$ cat config.mk
export PLATFORM = sky130hd
export DESIGN_NAME = t3_record_coincidence_detector_unit
export DESIGN_NICKNAME = d
export VERILOG_FILES = /design/src/hw/rtl/t3rcd_pkg.sv /design/src/hw/rtl/t3_record_coincidence_detector_unit.sv /design/src/hw/rtl/t3rcd_decode.sv /design/src/hw/rtl/t3rcd_coinc.sv
export SDC_FILE = /design/constraint.sdc
export NUM_CORES = 1
export LEC_CHECK = 0
export ABC_AREA = 0
export BUFFER_PORTS_ARGS = -buffer_cell sky130_fd_sc_hd__buf_2
export CAP_MARGIN = 15
export CORE_ASPECT_RATIO = 2
export CORE_UTILIZATION = 40
export CTS_BUF_LIST = sky130_fd_sc_hd__clkbuf_16
export DETAILED_ROUTE_END_ITERATION = 12
export GPL_ROUTABILITY_DRIVEN = 0
export HOLD_SLACK_MARGIN = 0.05
export SLEW_MARGIN = 20
export SYNTH_ARGS = -nofsm -noshare
export SYNTH_HDL_FRONTEND = slang
export SYNTH_SLANG_ARGS = --single-unit
$ cat constraint.sdc
create_clock -name aclk -period 8.05 [get_ports aclk]
set_input_delay 0.4025 -clock aclk [delete_from_list [all_inputs] [get_ports aclk]]
set_output_delay 0.4025 -clock aclk [all_outputs]
set_load 0.1 [all_outputs]
$ cat src/hw/rtl/t3rcd_pkg.sv
// Shared types and constants for the T3 record coincidence detector.
// Holds the record field layout, the event and result structs used between stages.
// No dependencies.
`timescale 1ns / 1ps

package t3rcd_pkg;

    localparam int RECORD_W   = 32;
    localparam int SYNC_W     = 10;
    localparam int DELAY_W    = 15;
    localparam int CHAN_W     = 6;
    localparam int TIME_W     = 64;
    localparam int COUNT_W    = 32;
    localparam int WINDOW_W   = 10;
    localparam int WRAP_SHIFT = 10;

    // Record field positions.
    localparam int SYNC_LSB    = 0;
    localparam int DELAY_LSB   = 10;
    localparam int CHAN_LSB    = 25;
    localparam int SPECIAL_BIT = 31;

    localparam logic [CHAN_W-1:0]   OVERFLOW_CHANNEL = 6'h3F;
    localparam logic [WINDOW_W-1:0] WINDOW_RESET     = 10'd1;

    // Decoded signal or idler event on its way to the coincidence stage.
    typedef struct packed {
        logic               valid;
        logic               chan;
        logic [TIME_W-1:0]  sync_time;
        logic [DELAY_W-1:0] delay;
    } event_t;

    // One result as it leaves the block.
    typedef struct packed {
        logic               event_channel;
        logic [TIME_W-1:0]  sync_time;
        logic [DELAY_W-1:0] delay_time;
        logic               is_coincidence;
        logic [TIME_W-1:0]  partner_sync;
        logic [DELAY_W-1:0] partner_delay;
        logic [COUNT_W-1:0] signal_total;
        logic [COUNT_W-1:0] idler_total;
        logic [COUNT_W-1:0] coinc_total;
    } result_t;

endpackage

$ cat src/hw/rtl/t3_record_coincidence_detector_unit.sv
// Top level of the T3 record coincidence detector.
// Holds the window register and connects t3rcd_decode and t3rcd_coinc; uses t3rcd_pkg.
`timescale 1ns / 1ps

// Usage:
// Raw 32-bit T3 records enter on the s_ channel (s_valid, s_ready, s_record_word).
// Each record is one request. Overflow records advance an internal 64-bit sync
// offset; markers, other special records and ordinary records on channels above 1
// are consumed silently. Each signal (channel 0) or idler (channel 1) event yields
// exactly one result request on the m_ channel with its absolute sync time, delay,
// coincidence flag, the partner channel's last event and the running totals.
// An accepted record is first held in the decode register and is then loaded into
// the result register, which drives m_valid.
// Throughput: one record per cycle while m_ready is high; the decode stage takes a
// new record while a finished result is still waiting on the output. The two 64-bit
// adds of the decode stage and the 64-bit subtract and window compare of the
// coincidence stage each sit between their own registers and set the clock.
// When the receiver holds m_ready low, the result register and then the decode
// register fill, and s_ready drops until the result is taken.
// Reset (aresetn low, synchronous) clears the offset, last events, seen flags,
// all counters and both valid flags, and sets coinc_window to 1.
// cfg_wr_en writes cfg_wr_data into coinc_window on the same edge; write it only
// while no request is in flight.

module t3_record_coincidence_detector_unit
    import t3rcd_pkg::*;
(
    input  logic                aclk,
    input  logic                aresetn,

    input  logic                cfg_wr_en,
    input  logic [WINDOW_W-1:0] cfg_wr_data,

    input  logic                s_valid,
    output logic                s_ready,
    input  logic [RECORD_W-1:0] s_record_word,

    output logic                m_valid,
    input  logic                m_ready,
    output logic                m_event_channel,
    output logic [TIME_W-1:0]   m_sync_time,
    output logic [DELAY_W-1:0]  m_delay_time,
    output logic                m_is_coincidence,
    output logic [TIME_W-1:0]   m_partner_sync,
    output logic [DELAY_W-1:0]  m_partner_delay,
    output logic [COUNT_W-1:0]  m_signal_total,
    output logic [COUNT_W-1:0]  m_idler_total,
    output logic [COUNT_W-1:0]  m_coinc_total
);

    // Coincidence window in syncs; written directly from the configuration port.
    logic [WINDOW_W-1:0] window_reg;

    // Decoded event between the two stages, and the take strobe going back.
    event_t  ev;
    logic    ev_take;
    result_t res;

    always_ff @(posedge aclk) begin
        if (!aresetn) begin
            window_reg <= WINDOW_RESET;
        end else if (cfg_wr_en) begin
            window_reg <= cfg_wr_data;
        end
    end

    // Stage one: record split, overflow offset and absolute sync time.
    t3rcd_decode u_decode (
        .aclk          (aclk),
        .aresetn       (aresetn),
        .s_valid       (s_valid),
        .s_ready       (s_ready),
        .s_record_word (s_record_word),
        .ev_take       (ev_take),
        .ev            (ev)
    );

    // Stage two: partner lookup, window check, counters and result register.
    t3rcd_coinc u_coinc (
        .aclk         (aclk),
        .aresetn      (aresetn),
        .ev           (ev),
        .ev_take      (ev_take),
        .coinc_window (window_reg),
        .m_valid      (m_valid),
        .m_ready      (m_ready),
        .res          (res)
    );

    assign m_event_channel  = res.event_channel;
    assign m_sync_time      = res.sync_time;
    assign m_delay_time     = res.delay_time;
    assign m_is_coincidence = res.is_coincidence;
    assign m_partner_sync   = res.partner_sync;
    assign m_partner_delay  = res.partner_delay;
    assign m_signal_total   = res.signal_total;
    assign m_idler_total    = res.idler_total;
    assign m_coinc_total    = res.coinc_total;

endmodule

$ cat src/hw/rtl/t3rcd_decode.sv
// Record decode stage: splits T3 records, keeps the overflow offset and
// registers signal and idler events with their absolute sync time. Uses t3rcd_pkg.
`timescale 1ns / 1ps

module t3rcd_decode
    import t3rcd_pkg::*;
(
    input  logic                aclk,
    input  logic                aresetn,
    input  logic                s_valid,
    output logic                s_ready,
    input  logic [RECORD_W-1:0] s_record_word,
    input  logic                ev_take,
    output event_t              ev
);

    logic [SYNC_W-1:0]  nsync;
    logic [DELAY_W-1:0] delay;
    logic [CHAN_W-1:0]  chan;
    logic               special;
    logic               accept;
    logic               is_overflow;
    logic               is_event;
    logic [SYNC_W-1:0]  mult;
    logic [TIME_W-1:0]  step;

    logic [TIME_W-1:0]  offset_reg;
    logic [TIME_W-1:0]  offset_next;
    logic               ev_valid_reg;
    logic               ev_valid_next;
    logic               ev_chan_reg;
    logic [TIME_W-1:0]  ev_sync_reg;
    logic [DELAY_W-1:0] ev_delay_reg;

    assign nsync   = s_record_word[SYNC_LSB +: SYNC_W];
    assign delay   = s_record_word[DELAY_LSB +: DELAY_W];
    assign chan    = s_record_word[CHAN_LSB +: CHAN_W];
    assign special = s_record_word[SPECIAL_BIT];

    assign s_ready = !ev_valid_reg || ev_take;
    assign accept  = s_valid && s_ready;

    assign is_overflow = special && (chan == OVERFLOW_CHANNEL);
    assign is_event    = !special && (chan[CHAN_W-1:1] == '0);

    // An overflow record with a zero sync field counts as one wrap.
    assign mult = (nsync == '0) ? SYNC_W'(1) : nsync;
    assign step = {{(TIME_W-SYNC_W-WRAP_SHIFT){1'b0}}, mult, {WRAP_SHIFT{1'b0}}};

    assign offset_next = offset_reg + step;

    always_comb begin
        ev_valid_next = ev_valid_reg;
        if (accept) begin
            ev_valid_next = is_event;
        end else if (ev_take) begin
            ev_valid_next = 1'b0;
        end
    end

    always_ff @(posedge aclk) begin
        if (!aresetn) begin
            offset_reg   <= '0;
            ev_valid_reg <= 1'b0;
        end else begin
            ev_valid_reg <= ev_valid_next;
            if (accept && is_overflow) begin
                offset_reg <= offset_next;
            end
        end
    end

    always_ff @(posedge aclk) begin
        if (accept && is_event) begin
            ev_chan_reg  <= chan[0];
            ev_sync_reg  <= offset_reg + {{(TIME_W-SYNC_W){1'b0}}, nsync};
            ev_delay_reg <= delay;
        end
    end

    assign ev.valid     = ev_valid_reg;
    assign ev.chan      = ev_chan_reg;
    assign ev.sync_time = ev_sync_reg;
    assign ev.delay     = ev_delay_reg;

endmodule

$ cat src/hw/rtl/t3rcd_coinc.sv
// Coincidence stage: keeps per-channel last event, seen flags and counters,
// and loads the result register. Uses t3rcd_pkg.
`timescale 1ns / 1ps

module t3rcd_coinc
    import t3rcd_pkg::*;
(
    input  logic                aclk,
    input  logic                aresetn,
    input  event_t              ev,
    output logic                ev_take,
    input  logic [WINDOW_W-1:0] coinc_window,
    output logic                m_valid,
    input  logic                m_ready,
    output result_t             res
);

    logic               is_signal;
    logic [TIME_W-1:0]  psync;
    logic [DELAY_W-1:0] pdelay;
    logic               pseen;
    logic [TIME_W-1:0]  diff;
    logic               in_window;
    logic               coinc;

    logic [TIME_W-1:0]  sig_sync_reg;
    logic [DELAY_W-1:0] sig_delay_reg;
    logic               sig_seen_reg;
    logic [TIME_W-1:0]  idl_sync_reg;
    logic [DELAY_W-1:0] idl_delay_reg;
    logic               idl_seen_reg;
    logic [COUNT_W-1:0] sig_cnt_reg;
    logic [COUNT_W-1:0] sig_cnt_next;
    logic [COUNT_W-1:0] idl_cnt_reg;
    logic [COUNT_W-1:0] idl_cnt_next;
    logic [COUNT_W-1:0] coinc_cnt_reg;
    logic [COUNT_W-1:0] coinc_cnt_next;
    logic               m_valid_reg;
    logic               m_valid_next;
    result_t            res_reg;

    assign ev_take   = ev.valid && (!m_valid_reg || m_ready);
    assign is_signal = !ev.chan;

    assign psync  = is_signal ? idl_sync_reg  : sig_sync_reg;
    assign pdelay = is_signal ? idl_delay_reg : sig_delay_reg;
    assign pseen  = is_signal ? idl_seen_reg  : sig_seen_reg;

    // Wrapping difference, compared against the window.
    assign diff      = ev.sync_time - psync;
    assign in_window = (diff[TIME_W-1:WINDOW_W] == '0) && (diff[WINDOW_W-1:0] <= coinc_window);
    assign coinc     = pseen && in_window;

    assign sig_cnt_next   = sig_cnt_reg + {{(COUNT_W-1){1'b0}}, is_signal};
    assign idl_cnt_next   = idl_cnt_reg + {{(COUNT_W-1){1'b0}}, !is_signal};
    assign coinc_cnt_next = coinc_cnt_reg + {{(COUNT_W-1){1'b0}}, coinc};

    always_comb begin
        m_valid_next = m_valid_reg;
        if (ev_take) begin
            m_valid_next = 1'b1;
        end else if (m_ready) begin
            m_valid_next = 1'b0;
        end
    end

    always_ff @(posedge aclk) begin
        if (!aresetn) begin
            sig_sync_reg  <= '0;
            sig_delay_reg <= '0;
            sig_seen_reg  <= 1'b0;
            idl_sync_reg  <= '0;
            idl_delay_reg <= '0;
            idl_seen_reg  <= 1'b0;
            sig_cnt_reg   <= '0;
            idl_cnt_reg   <= '0;
            coinc_cnt_reg <= '0;
            m_valid_reg   <= 1'b0;
        end else begin
            m_valid_reg <= m_valid_next;
            if (ev_take) begin
                sig_cnt_reg   <= sig_cnt_next;
                idl_cnt_reg   <= idl_cnt_next;
                coinc_cnt_reg <= coinc_cnt_next;
                if (is_signal) begin
                    sig_sync_reg  <= ev.sync_time;
                    sig_delay_reg <= ev.delay;
                    sig_seen_reg  <= 1'b1;
                end else begin
                    idl_sync_reg  <= ev.sync_time;
                    idl_delay_reg <= ev.delay;
                    idl_seen_reg  <= 1'b1;
                end
            end
        end
    end

    always_ff @(posedge aclk) begin
        if (ev_take) begin
            res_reg.event_channel  <= ev.chan;
            res_reg.sync_time      <= ev.sync_time;
            res_reg.delay_time     <= ev.delay;
            res_reg.is_coincidence <= coinc;
            res_reg.partner_sync   <= psync;
            res_reg.partner_delay  <= pdelay;
            res_reg.signal_total   <= sig_cnt_next;
            res_reg.idler_total    <= idl_cnt_next;
            res_reg.coinc_total    <= coinc_cnt_next;
        end
    end

    assign m_valid = m_valid_reg;
    assign res     = res_reg;

    // Every event taken bumps exactly one of the two channel counters.
    a_one_count_per_event: assert property (@(posedge aclk) disable iff (!aresetn)
        ev_take |=> COUNT_W'(sig_cnt_reg + idl_cnt_reg)
                    == COUNT_W'($past(sig_cnt_reg + idl_cnt_reg) + COUNT_W'(1)))
        else $error("channel counters did not advance by one event");

    // A coincidence can only be flagged against a channel that has seen an event.
    a_coinc_needs_partner: assert property (@(posedge aclk) disable iff (!aresetn)
        (ev_take && !pseen) |=> !res_reg.is_coincidence)
        else $error("coincidence flagged without a partner event");

    // The coincidence counter moves only when a coincidence is loaded.
    a_coinc_count_tracks: assert property (@(posedge aclk) disable iff (!aresetn)
        (coinc_cnt_reg != $past(coinc_cnt_reg)) |-> ($past(ev_take) && res_reg.is_coincidence))
        else $error("coincidence counter moved without a coincidence");

    // A pending event is not dropped while the result register is stalled.
    a_event_held: assert property (@(posedge aclk) disable iff (!aresetn)
        (ev.valid && !ev_take) |=> ev.valid)
        else $error("pending event lost during stall");

endmodule
After elaboration in Yosys (flattened, before gate mapping) --
Index checks and enable logic that the tools add are counted.
Operators by class: multiplexer cells 8, add/sub/neg operators 6, bitwise operators 1, equality and inequality tests 1, magnitude comparators 1, reductions and logical operators 21
Operators by type and width (count):
- 32-bit by 1-bit adder with 32-bit output | 3
- 64-bit by 10-bit adder with 64-bit output | 1
- 64-bit by 20-bit adder with 64-bit output | 1
- 64-bit 2-to-1 mux | 1
- 64-bit subtractor | 1
- 54-bit logical NOT | 1
- 15-bit 2-to-1 mux | 1
- 10-bit <= comparator | 1
- 10-bit logical NOT | 1
- 10-bit 2-to-1 mux | 1
- 1-bit logical AND | 8
- 6-bit equality test, second input constant | 1
- 5-bit logical NOT | 1
- 1-bit 2-to-1 mux | 5
- 1-bit logical NOT | 4
- 2-bit AND reduction | 2
- 2-bit nonzero test | 2
- 1-bit logical OR | 2
- 1-bit NOT | 1
Storage, ports and cells: input port bits 47, logic and storage cells 63, output and inout bits 258, register bits 668

Depth between registers and ports, before layout --
depth in word-level cells 6, gate-level depth with buffers 33

By module --
From an unflattened synthesis, not the netlist that was laid out.
Second synthesis, totals: cell total of the unflattened synthesis 3016, area, all modules 30964.7 um2
Modules (own cells, without submodules):
- t3rcd_coinc | seq. area each 12832.3 um2, area an instance 24962.7 um2, cells each 2500, instances 1
- t3rcd_decode | seq. area each 3503.4 um2, area an instance 5630.4 um2, cells each 485, instances 1
- t3_record_coincidence_detector_unit | seq. area each 200.2 um2, area an instance 371.6 um2, cells each 31, instances 1

Worst setup path before layout --
No wires, ideal clock.
path type register -> register, start point register u_coinc.m_valid_reg, in the netlist u_coinc.m_valid, end point register u_coinc.res_reg, in the netlist u_coinc.res[0], enable pin, library setup time 0.720 ns, arrival time 8.452 ns, stages on the path, launching flop included 6, period minus slack after synthesis 9.173 ns, setup slack -1.123 ns, data required time 7.330 ns, cell sequence dfxtp_1 > nand2b_1 > nand2_1 > inv_1 > clkbuf_1 > clkbuf_1
On the way: cells in the longest elaborated chain, start to end 3
Ends and longest elaborated chain:
- from (decl) | line t3rcd_coinc.sv:38 | logic m_valid_reg;
- from (signal assigned) | line t3rcd_coinc.sv:80 | m_valid_reg <= m_valid_next;
- 1-bit logical NOT | line t3rcd_coinc.sv:42 | assign ev_take = ev.valid && (!m_valid_reg || m_ready);
- 1-bit logical OR | line t3rcd_coinc.sv:42
- 1-bit logical AND | line t3rcd_coinc.sv:42
- named net ev_take | line t3_record_coincidence_detector_unit.sv:56 | logic ev_take;
- to (decl) | line t3rcd_coinc.sv:40 | result_t res_reg;
The timed path passes the listed nets, and every way through them passes these cells. A chain may end at the register's enable or synchronous reset.

Worst setup path after layout --
start point register u_decode.ev_chan_reg, end point register u_coinc.coinc_cnt_reg[30]
On the way: cells in the longest elaborated chain, start to end 6, elaborated cells on any way between the ends 8
Ends and longest elaborated chain:
- from (decl) | line t3rcd_decode.sv:31 | logic ev_chan_reg;
- from (signal assigned) | line t3rcd_decode.sv:75 | ev_chan_reg <= chan[0];
- 64-bit 2-to-1 mux | line t3rcd_coinc.sv:45 | assign psync = is_signal ? idl_sync_reg : sig_sync_reg;
- 64-bit subtractor | line t3rcd_coinc.sv:50 | assign diff = ev.sync_time - psync;
- 10-bit <= comparator or 54-bit logical NOT (tied branches) | line t3rcd_coinc.sv:51 | assign in_window = (diff[TIME_W-1:WINDOW_W] == '0) && (diff[WINDOW_W-1:0] <= coinc_window);
- 1-bit logical AND | line t3rcd_coinc.sv:51
- 1-bit logical AND * | line t3rcd_coinc.sv:52 | assign coinc = pseen && in_window;
- named net u_coinc.coinc | line t3rcd_coinc.sv:24 | logic coinc;
- 32-bit by 1-bit adder with 32-bit output * | line t3rcd_coinc.sv:56 | assign coinc_cnt_next = coinc_cnt_reg + {{(COUNT_W-1){1'b0}}, coinc};
- to (signal assigned) | line t3rcd_coinc.sv:84 | coinc_cnt_reg <= coinc_cnt_next;
- to (decl) | line t3rcd_coinc.sv:36 | logic [COUNT_W-1:0] coinc_cnt_reg;
The timed path passes the listed nets; every way through them passes the cells marked *.

==> summary.md <==
| Metric | Value |
|---|---|
| First-pass GRT wire length | 129000 µm |
| Post-synth ARST share | 0% |
| Maximum vdd drop | 0.000173 V |
| Clock root buffer | clkbuf_16 |
| Post-DRT Antenna Nets | 0 |
| Pwr/cell area | about 180 nW/µm² |
| Worst Skew | between 0.02 and 0.025 ns |
| Per-cell routed wire length | a little under 20 µm |
| M3 GR Usage | between 3 and 4% |
| Global Route met2 Usage | 40.0% |
| Synthesized area | 30600 µm² |
| Area grow syn2layout | 15.8% |
| Post-synthesis sequential area ratio | 54.1% |
| Initial core utilization | 40.3% |
| First-pass iteration count of the detailed router | 5 |
| Via count | ~22000 |
| Top Ports | approximately 300 |
| Post-Route WL | ~85000 µm |
| Die H | between 300 and 400 µm |
| Required time of the critical path | approximately 8.6 ns |
| Clk buf depth | 3 |
| Clock Latency Late Sink | 0.64 ns |
| Die X | approximately 200 µm |
| Core ar. | about 76000 µm² |
| Min-delay worst type | primary input to flip-flop |
| Sink Count | ~660 |
| Unrepaired setup endpoints after global routing | false |
| Busiest grt layer | met2 |
| Setup CP Type | flip-flop to flip-flop |
| GR met1 Demand/Resource | 23.3% |
| GRT Total Usage | approximately 22% |
| Slowest cell on the critical path | nor3_1 |
| Worst-path fanout max | 20 |
| Final routed DRC violation total | 0 |
| Relative slew slack | around a quarter |
| Synthesized Nets | 3100 |
| Setup_tns | 0 ns |
| Slew Limit Fails | 0 |
| CP startpoint kind | flip-flop |
| Layout net count | roughly 3400 |
| Most frequent cells in the layout | nand2_1 (543), edfxtp_1 (336), dfxtp_1 (322), buf_2 (303), a21boi_0 (204) |
| Synthesized instance count | around 3000 |
| LEAKAGE | roughly 0.015 µW |
| # rows | about 140 |
| Syn_area_per_cell | roughly 10 µm² |
| Layout cells sized above 1 | 15.0% |
| Initial antenna violation count | 2 |
| Post-synth EDFFs | between 300 and 400 |
| Critical path arrival | 8.17 ns |
| Total grt overflow | 0 |
| Run status | finished, final reports clean |
| Count of state elements after synthesis | 658 |
| Final setup viols | 0 |
| Die ar. | just under 80000 µm² |
| FMAX | between 100 and 150 MHz |
| Max incr delay on CP | around 0.6 ns |
| Clock-pin slew on the worst setup and hold paths | roughly 0.07 ns |
| Distinct cell type count after synthesis | 86 |
| Endpoint class of the critical path | flip-flop |
| Syn. warnings | 0 |
| Ys flop type | edfxtp_1 |
| # Max-Cap Violations | 0 |
| IO buf count | slightly above 300 |
| Most common cell after layout, fill and taps aside | nand2_1 |
| Final Hold Viols | 0 |
| H-tree levels | 2 |
| TritonCTS clock tree | yes |
| Least-Margin Pin Slew | between 1 and 1.5 ns |
| Max FFs per register | about 260 |
| Tcrit/Tclk final | a little over nine tenths |
| Cells after DPL | between 4000 and 5000 |
| TritonCTS buffer count | 57 |
| Post-layout util | a little under half |
| Largest net degree at the start of global routing | roughly 110 |
| Layout Cells excl Fill | 4311 |
| Hpwl dp | around 62000 µm |
| Drt via density | around 5.2 |
| Vias in the first global route | between 20000 and 25000 |
| Crit path time final | between 7 and 8 ns |
| Initial drt markers | about 1200 |
[synthesized netlist by cell type, types with 10 or more instances]
| cell type | number | share of area (%) |
|---|---|---|
| nand2_1 | 546 | 6.7 |
| edfxtp_1 | 336 | 33 |
| dfxtp_1 | 322 | 21 |
| a21boi_0 | 204 | 5.0 |
| xnor2_1 | 139 | 4.0 |
| clkbuf_1 | 117 | 1.4 |
| nor2_1 | 110 | 1.4 |
| inv_1 | 108 | 1.3 |
| a21oi_1 | 104 | 1.7 |
| and2_1 | 101 | 2.1 |
| ha_1 | 101 | 4.1 |
| mux2i_1 | 88 | 2.9 |
| o21ai_0 | 88 | 1.4 |
| xor2_1 | 87 | 2.5 |
| nand3_1 | 66 | 1.1 |
| nand4_1 | 55 | 1.1 |
| or3_1 | 34 | 0.70 |
| and3_1 | 31 | 0.63 |
| nor2b_1 | 25 | 0.51 |
| nor3_1 | 25 | 0.41 |
| a21o_1 | 24 | 0.59 |
| mux2_2 | 19 | 0.70 |
| nand2b_1 | 19 | 0.39 |
| o21a_1 | 17 | 0.42 |
| buf_2 | 13 | 0.21 |
| a211oi_1 | 11 | 0.27 |
| nor4_1 | 11 | 0.23 |
| and4_1 | 10 | 0.29 |
| o21bai_1 | 10 | 0.25 |
[critical path: cells and delay by family, from the launching register on]
kind | cells | cell delay [ns]
multiplexers | 1 | 0.46
AND/OR/NAND/NOR | 15 | 3.70
flip-flops | 1 | 0.38
AO/OA/AOI/OAI | 4 | 0.87
XOR/XNOR | 2 | 0.56
adder cells (fa/ha/maj) | 3 | 0.76
buffers and inverters | 3 | 0.79
[through the flow]
stage | instance area (µm²) | setup WS (ns) | hold WS (ns) | power [µW]
global route | 35400 | 0.0178 | 0.0911 | 6600
finish | 35400 | 0.403 | 0.106 | 6400
floorplan | 30600 | 0.303 | 0.408 | 3640
detailed placement | 33200 | 0.422 | 0.416 | 3680
CTS | 35400 | 0.362 | 0.0748 | 6480
global placement | 33200 | 0.425 | 0.415 | 3680
[routing by layer]
| layer | vias up | part of all wire (%) |
|---|---|---|
| met5 | - | 0 |
| met4 | 0 | 5.5 |
| met3 | 204 | 5.1 |
| met2 | 578 | 52 |
| met1 | 10600 | 37 |
| li1 | 10900 | - |
[logic make-up after synthesis]
logic type / after synthesis / share of synthesized area, %
buffers and inverters: 248 / 3.11
DFF: 658 / 54.1
muxes: 107 / 3.58
adders and majority gates: 103 / 4.26
and+or+nand+nor: 1076 / 16.8
xor gates and xnor gates: 226 / 6.47
AOI/OAI and AO/OA: 532 / 11.7
[timing repair]
action,4_1_cts,5_1_grt
setup endpoints to repair,0,8
endpoints found under the hold margin,35,0
gates resized for setup,0,6
setup buffers,0,0
hold buffers,35,0
[area by class of cell]
| class | instances | area, µm² |
|---|---|---|
| fill | 7364 | 40400 |
| sequential | 658 | 16500 |
| multi-input combinational | 2044 | 13100 |
| timing repair buffer | 378 | 2200 |
| clock buffer | 58 | 1450 |
| tap | 1015 | 1270 |
| inverter | 108 | 414 |
| clock inverter | 49 | 399 |
| antenna | 1 | 2.50 |
[final timing paths]
check	endpoint	cells past startpoint	start	slack, ns
max	u_coinc.coinc_cnt_reg[30]	28	u_decode.ev_chan_reg	0.40
min	u_decode.ev_chan_reg	1	s_record_word[25]	0.11
max reg2reg	u_coinc.coinc_cnt_reg[30]	28	u_decode.ev_chan_reg	0.40
min reg2reg	u_decode.ev_sync_reg[32]	0	u_decode.offset_reg[32]	0.43
[report_power, final]
group | internal (µW) | switching (µW) | total (µW) | leakage, µW
Sequential | 3490 | 3.85 | 3500 | 0.00616
Clock | 1510 | 1280 | 2780 | 0.000951
Combinational | 51.7 | 64.8 | 116 | 0.00779
Power figures use the tool's default switching activity.
